$ cat src/rtl/core/dtjdn_pkg.sv
// Package for the date to Julian day number converter.
// Holds the calendar constants, date keys and month lookup functions.
// Depends on nothing; imported by date_to_julian_day_number.
package dtjdn_pkg;

  // Field widths of the transaction payload
  localparam int unsigned YEAR_W  = 14;
  localparam int unsigned MONTH_W = 4;
  localparam int unsigned DAY_W   = 6;
  localparam int unsigned JD_W    = 23;
  localparam int unsigned WD_W    = 3;
  localparam int unsigned KEY_W   = YEAR_W + MONTH_W + DAY_W;

  // Date keys: {year, month, day} read as one signed number keeps date order
  localparam logic [KEY_W-1:0] KEY_FIRST  = {14'h3fff - 14'd4713, 4'd11, 6'd24}; // 24 Nov -4714
  localparam logic [KEY_W-1:0] KEY_LAST   = {14'd3766, 4'd11, 6'd23};
  localparam logic [KEY_W-1:0] KEY_GAP_LO = {14'd1582, 4'd10, 6'd5};
  localparam logic [KEY_W-1:0] KEY_GAP_HI = {14'd1582, 4'd10, 6'd14};
  localparam logic [KEY_W-1:0] KEY_GREG   = {14'd1582, 4'd10, 6'd15};

  // Offsets of the Meeus formula
  localparam logic [14:0] YEAR_OFFSET = 15'd4716;
  localparam logic [23:0] JD_OFFSET   = 24'd1524;
  localparam logic [10:0] DAYS_PER_4Y = 11'd1461;

  // Reciprocals for constant division (exact over the stated operand width)
  localparam logic [14:0] RECIP_100_14B = 15'd20972;   // x/100 = (x*R) >> 21, x < 2^14
  localparam logic [12:0] RECIP_100_12B = 13'd5243;    // x/100 = (x*R) >> 19, x < 2^12
  localparam logic [22:0] RECIP_7_22B   = 23'd4793491; // x/7   = (x*R) >> 25, x < 2^22

  // Bias of 1 + 58*7: forms JD+1 and makes it nonnegative without changing it mod 7
  localparam logic [23:0] WD_BIAS = 24'd407;

  // floor(30.6001*(mm+1)) with January and February as months 13 and 14
  function automatic logic [8:0] month_term(input logic [MONTH_W-1:0] m);
    logic [8:0] t;
    case (m)
      4'd1:    t = 9'd428;
      4'd2:    t = 9'd459;
      4'd3:    t = 9'd122;
      4'd4:    t = 9'd153;
      4'd5:    t = 9'd183;
      4'd6:    t = 9'd214;
      4'd7:    t = 9'd244;
      4'd8:    t = 9'd275;
      4'd9:    t = 9'd306;
      4'd10:   t = 9'd336;
      4'd11:   t = 9'd367;
      4'd12:   t = 9'd397;
      default: t = 9'd0;
    endcase
    return t;
  endfunction

  // Month length under the Gregorian leap rule
  function automatic logic [DAY_W-1:0] month_len(input logic [MONTH_W-1:0] m,
                                                 input logic leap);
    logic [DAY_W-1:0] len;
    case (m) inside
      4'd2:                      len = leap ? 6'd29 : 6'd28;
      4'd4, 4'd6, 4'd9, 4'd11:   len = 6'd30;
      default:                   len = 6'd31;
    endcase
    return len;
  endfunction

endpackage

$ cat src/rtl/core/date_to_julian_day_number.sv
// Top level of the date to Julian day number converter.
// Three-register pipeline: input, computed date, result with weekday.
// Depends on dtjdn_pkg for constants and month tables.

// Converts one calendar date (signed year, month, day) per transaction into a
// validity flag, the Julian day number and the weekday (0 = Sunday). A date is
// valid when the month is 1..12, the day fits the month under the Gregorian
// leap rule, the year is not zero, the date lies from 24 Nov -4714 through
// 23 Nov 3766, and it is not in the reform gap 5..14 Oct 1582. Invalid dates
// return all fields zero. The Julian day follows Meeus in exact integers, with
// the Gregorian term applied from 15 Oct 1582 on. Rate: one transaction per
// cycle in and out while the output is not held. The three register stages
// (input, day number, weekday) move under one stall chain, so a held result
// stalls the input only while all stages hold valid data. The depth is set
// by the day-number adder chain and the mod 7 reciprocal multiply, each
// given a stage of its own.
module date_to_julian_day_number
  import dtjdn_pkg::*;
(
  input  logic                      clk_i,
  input  logic                      rst_ni,
  input  logic                      in_valid_i,
  output logic                      in_ready_o,
  input  logic signed [YEAR_W-1:0]  year_i,
  input  logic        [MONTH_W-1:0] month_i,
  input  logic        [DAY_W-1:0]   day_i,
  output logic                      out_valid_o,
  input  logic                      out_ready_i,
  output logic                      date_valid_o,
  output logic signed [JD_W-1:0]    julian_day_o,
  output logic        [WD_W-1:0]    weekday_o
);

  // Stall chain: a stage advances when it is empty or the next one advances
  logic out_en, mid_en, in_en;

  logic               in_vld_q, in_vld_d;
  logic [YEAR_W-1:0]  year_q;
  logic [MONTH_W-1:0] month_q;
  logic [DAY_W-1:0]   day_q;

  logic               mid_vld_q, mid_vld_d;
  logic               mid_ok_q, mid_ok_d;
  logic [JD_W-1:0]    mid_jd_q, mid_jd_d;

  logic               out_vld_q, out_vld_d;
  logic               out_ok_q;
  logic [JD_W-1:0]    out_jd_q;
  logic [WD_W-1:0]    out_wd_q, out_wd_d;

  assign out_en     = !out_vld_q || out_ready_i;
  assign mid_en     = !mid_vld_q || out_en;
  assign in_en      = !in_vld_q || mid_en;
  assign in_ready_o = in_en;

  assign in_vld_d  = in_en  ? in_valid_i : in_vld_q;
  assign mid_vld_d = mid_en ? in_vld_q   : mid_vld_q;
  assign out_vld_d = out_en ? mid_vld_q  : out_vld_q;

  always_ff @(posedge clk_i or negedge rst_ni) begin
    if (!rst_ni) begin
      in_vld_q  <= 1'b0;
      mid_vld_q <= 1'b0;
      out_vld_q <= 1'b0;
    end else begin
      in_vld_q  <= in_vld_d;
      mid_vld_q <= mid_vld_d;
      out_vld_q <= out_vld_d;
    end
  end

  // Capture the input transaction
  always_ff @(posedge clk_i) begin
    if (in_en) begin
      year_q  <= year_i;
      month_q <= month_i;
      day_q   <= day_i;
    end
  end

  // ---------------------------------------------------------------------
  // Stage 2: validity checks and Julian day number
  // ---------------------------------------------------------------------
  logic [YEAR_W-1:0]  year_abs;
  logic [28:0]        hund_prod;
  logic [6:0]         year_hund;
  logic [YEAR_W-1:0]  year_rem;
  logic               leap;
  logic               month_ok, day_ok, year_ok, span_ok, in_gap, greg;
  logic [KEY_W-1:0]   key;
  logic               early;
  logic [14:0]        yy;
  logic [14:0]        yy_off;
  logic [24:0]        year_prod;
  logic [24:0]        cent_prod;
  logic [5:0]         cent;
  logic [23:0]        greg_term;
  logic [23:0]        jd_sum;

  always_comb begin
    // Leap rule needs divisibility by 100 and 400; sign does not matter
    year_abs  = year_q[YEAR_W-1] ? (~year_q + 14'd1) : year_q;
    hund_prod = 29'(year_abs) * 29'(RECIP_100_14B);
    year_hund = hund_prod[27:21];
    year_rem  = year_abs - 14'(14'(year_hund) * 14'd100);
    leap      = ((year_q[1:0] == 2'd0) && (year_rem != '0)) ||
                ((year_rem == '0) && (year_hund[1:0] == 2'd0));

    month_ok = (month_q >= 4'd1) && (month_q <= 4'd12);
    day_ok   = (day_q != '0) && (day_q <= month_len(month_q, leap));
    year_ok  = (year_q != '0);

    // Compare dates as one signed key
    key     = {year_q, month_q, day_q};
    span_ok = ($signed(key) >= $signed(KEY_FIRST)) && ($signed(key) <= $signed(KEY_LAST));
    in_gap  = ($signed(key) >= $signed(KEY_GAP_LO)) && ($signed(key) <= $signed(KEY_GAP_HI));
    greg    = ($signed(key) >= $signed(KEY_GREG));

    mid_ok_d = month_ok && day_ok && year_ok && span_ok && !in_gap;

    // Count January and February as months 13 and 14 of the previous year
    early  = (month_q < 4'd3);
    yy     = {year_q[YEAR_W-1], year_q} - {14'd0, early};
    yy_off = yy + YEAR_OFFSET;

    // floor(365.25 * (yy + 4716)); operand is positive for every valid date
    year_prod = 25'(yy_off[13:0]) * 25'(DAYS_PER_4Y);

    // Gregorian term B = 2 - A + A/4 with A = yy/100 (yy positive here)
    cent_prod = 25'(yy[11:0]) * 25'(RECIP_100_12B);
    cent      = cent_prod[24:19];
    greg_term = greg ? (24'd2 - {18'd0, cent} + {20'd0, cent[5:2]}) : 24'd0;

    jd_sum = {1'b0, year_prod[24:2]} + {15'd0, month_term(month_q)} +
             {18'd0, day_q} + greg_term - JD_OFFSET;

    // Zero the day number of a rejected date
    mid_jd_d = mid_ok_d ? jd_sum[JD_W-1:0] : '0;
  end

  always_ff @(posedge clk_i) begin
    if (mid_en) begin
      mid_ok_q <= mid_ok_d;
      mid_jd_q <= mid_jd_d;
    end
  end

  // ---------------------------------------------------------------------
  // Stage 3: weekday = (JD + 1) mod 7
  // ---------------------------------------------------------------------
  logic [23:0] wd_x;
  logic [21:0] wd_xs;
  logic [44:0] wd_prod;
  logic [19:0] wd_quot;
  logic [21:0] wd_rem;

  always_comb begin
    // Add the 1 of JD + 1 and a multiple of 7 so the dividend is nonnegative
    wd_x    = {mid_jd_q[JD_W-1], mid_jd_q} + WD_BIAS;
    wd_xs   = wd_x[21:0];
    wd_prod = 45'(wd_xs) * 45'(RECIP_7_22B);
    wd_quot = wd_prod[44:25];
    wd_rem  = wd_xs - 22'(22'(wd_quot) * 22'd7);
    out_wd_d = mid_ok_q ? wd_rem[WD_W-1:0] : '0;
  end

  always_ff @(posedge clk_i) begin
    if (out_en) begin
      out_ok_q <= mid_ok_q;
      out_jd_q <= mid_jd_q;
      out_wd_q <= out_wd_d;
    end
  end

  assign out_valid_o  = out_vld_q;
  assign date_valid_o = out_ok_q;
  assign julian_day_o = $signed(out_jd_q);
  assign weekday_o    = out_wd_q;

endmodule
$ cat config.mk
export PLATFORM = sky130hd
export DESIGN_NAME = date_to_julian_day_number
export DESIGN_NICKNAME = d
export VERILOG_FILES = /design/src/rtl/core/dtjdn_pkg.sv /design/src/rtl/core/date_to_julian_day_number.sv
export SDC_FILE = /design/constraint.sdc
export NUM_CORES = 1
export LEC_CHECK = 0
export BUFFER_PORTS_ARGS = -buffer_cell sky130_fd_sc_hd__buf_4
export CORE_MARGIN = 2
export CORE_UTILIZATION = 40
export DETAILED_ROUTE_END_ITERATION = 8
export PLACE_DENSITY_LB_ADDON = 0.3
export SLEW_MARGIN = 20
export SYNTH_ARGS = -nofsm -noshare
export SYNTH_HDL_FRONTEND = slang
export SYNTH_SLANG_ARGS = --single-unit
$ cat constraint.sdc
create_clock -name clk_i -period 19.6 [get_ports clk_i]
set_input_delay 0.98 -clock clk_i [delete_from_list [all_inputs] [get_ports clk_i]]
set_output_delay 0.98 -clock clk_i [all_outputs]
set_load 0.01 [all_outputs]
==> flow_summary.yaml <==
drt:
  drt_iter0_markers: 709
  firstDrtPassIters: 5
  routed_wl_mm: 45.2
  wl_per_cell_um: 15.8
  ant_nets: 0
  vias: 14203
  vias_per_cell: 4.97
  drc: 0
cells_and_area:
  final_area_mm2: 0.0222
  fin_util_pct: 43.4
  fin_nets: 2947
  diodes: 0
  area_growth_pct: 7.42
  fillers: 4945
  drive_gt1_share_pct: 5.19
critical_path:
  critical_path_class: "reg2reg"
  end_kind: "flip-flop"
  worst-endpoint-required_ns: 19.85
  slowest_stage: "fa_1"
  start_kind: "flip-flop"
  worst_ep_arrival_time_ns: 13.62
  path_max_fanout: 15
  crit_top_cell: "ha_1"
  cp_slowest_stage_delay_ns: 0.73
floorplanning:
  initial_core_util_pct: 40.4
  fp.dieH_um: 231
  core_mm2: 0.0512
  die_w_um: 231
  boundaryPins: 57
  die_area_mm2: 0.0535
  rows: 83
synthesis:
  ys_ff_latch: 87
  synthArstFlopShare_pct: 3.45
  yosysMostFrequentCell: "inv_1"
  synth_common_cells: "533 x inv_1, 494 x ha_1, 251 x fa_1"
  yosysUniqueCellTypes: 83
  ys.flop_type: "edfxtp_1"
  avgSynthCellArea_um2: 9.74
  syn_inst: 2122
  synthesis.area_mm2: 0.0207
  ys.warnings.count: 0
  synth_top_area_cell: "ha_1"
  synthTopCellsByArea: "ha_1 30%, fa_1 24%, edfxtp_1 11%, inv_1 9.7%, xnor2_1 3.9%"
  yosysSeqAreaShare_pct: 12.1
  synthesis.nets: 2895
  synth_edf_count: 75
  synth_top_area_share_pct: 29.9
timing:
  worst_pin_slew_ns: 1.08
  fin_ws_ns: 6.23
  fin_setup_tns_ns: 0
  drv_slew: 0
  finClkSkew_ns: 0.0126
  setup_viol: 0
  rsz0062_at_grt: "no"
  min_period_over_period_pct: 68.2
  finalCriticalPeriod_ns: 13.37
  relSlewSlack_pct: 27.8
  fmax_ghz: 0.0748
  hold_viol: 0
global_routing:
  grt_pass1_vias: 14876
  grt_pass1_wl_mm: 75.0
  grt_max_degree: 33
  antenna_found_initial: 0
  grt_usage_pct: 17.6
  grt.overflow.total: 0
clock_network:
  cts_tree: "done"
  numClockSinks: 87
  clock_latency_ns: 0.37
  hold_buffers: 0
  cts_buffers: 9
  clk_pin_slew_worst_paths_ns: 0.07
  h-tree-depth: 3
  cts_buffer_depth: 2
  cts_resized: 0
  root_buffer: "clkbuf_16"
  cts_setup_buffers: 0
placed_design:
  portBuffers: 56
  place_congestion: 0.892
  dp_hpwl_mm: 40.2
  place_area_mm2: 0.0219
  place_ws_ns: 6.29
outcome:
  outcome: "complete, no violations"
job:
  cap_viol_max_count: 0
hold_path:
  hold_class: "in2async"
metal layers:
metal | global-route usage (%) | vias to the layer above | part of all wire, %
li1 | - | 7056 | -
met1 | 23.5 | 6876 | 46
met2 | 30.1 | 231 | 48
met3 | 2.47 | 40 | 3.9
met4 | 4.05 | 0 | 1.7
met5 | 0 | - | 0
area by class of cell:
type	instances	area [um^2]	share of cell area (%)
clock inverter	7	78.8	0.355
timing repair buffer	63	473	2.13
clock buffer	9	225	1.01
sequential	87	2510	11.3
multi-input combinational	1478	16100	72.3
inverter	535	2010	9.05
tap	680	851	3.83
critical path, delay by kind of cell (launching register included):
kind	cells	cell delay [ns]
buffers and inverters	7	0.78
xor gates and xnor gates	2	0.71
DFF	1	0.62
AOI/OAI and AO/OA	16	3.50
adders and majority gates	13	5.18
and+or+nand+nor	8	2.41
cells by family after synthesis:
| kind of cell | share of synthesized area, % |
|---|---|
| xor+xnor | 6.53 |
| flops | 12.1 |
| compound gates | 8.55 |
| simple gates | 7.75 |
| mux | 0.545 |
| buf+inv | 10.2 |
| fa+ha+maj | 54.3 |
path summary, 6_finish.rpt:
check                                            from                          to  slack [ns]  cells after the start
hold / removal                                 rst_ni       mid_vld_q$_DFFE_PN0P_        0.40                      1
setup reg to reg                  year_q[0]$_DFFE_PN_  mid_jd_q[22]$_SDFFCE_PN0P_        6.23                     46
setup / recovery                  year_q[0]$_DFFE_PN_  mid_jd_q[22]$_SDFFCE_PN0P_        6.23                     46
max in group asynchronous                      rst_ni     out_valid_o$_DFFE_PN0P_       19.09                      1
min in group clk_i         mid_jd_q[22]$_SDFFCE_PN0P_  julian_day_o[22]$_DFFE_PP_        0.42                      0
hold reg to reg            mid_jd_q[22]$_SDFFCE_PN0P_  julian_day_o[22]$_DFFE_PP_        0.42                      0
per-stage QoR:
stage / hold slack (ns) / std cells
after floorplan: 0.400 / 2122
after global placement: 0.414 / 2843
after detailed placement: 0.418 / 2843
after CTS: 0.391 / 2859
after global routing: 0.393 / 2859
final: 0.404 / 2859
layout by cell type (no fill, tap or decap), drive strengths merged, types with 10 or more instances in the layout:
cell	Yosys	layout
nand2b	17	17
a21oi	78	78
fa	251	251
o21a	10	10
and2	16	16
or2	10	10
or3	14	14
nor2	61	61
nor3	28	28
ha	494	494
nand2	67	67
xnor2	93	93
nor2b	10	10
o31ai	12	12
buf	8	63
o21ai	39	39
o211ai	10	10
o21bai	14	14
xor2	58	58
and3	19	19
edfxtp	75	75
inv	534	537
a21o	32	32
nand3	31	31
Power is not shown: default switching activity piles up to over one toggle a cycle in this logic, so the estimate is an artifact.
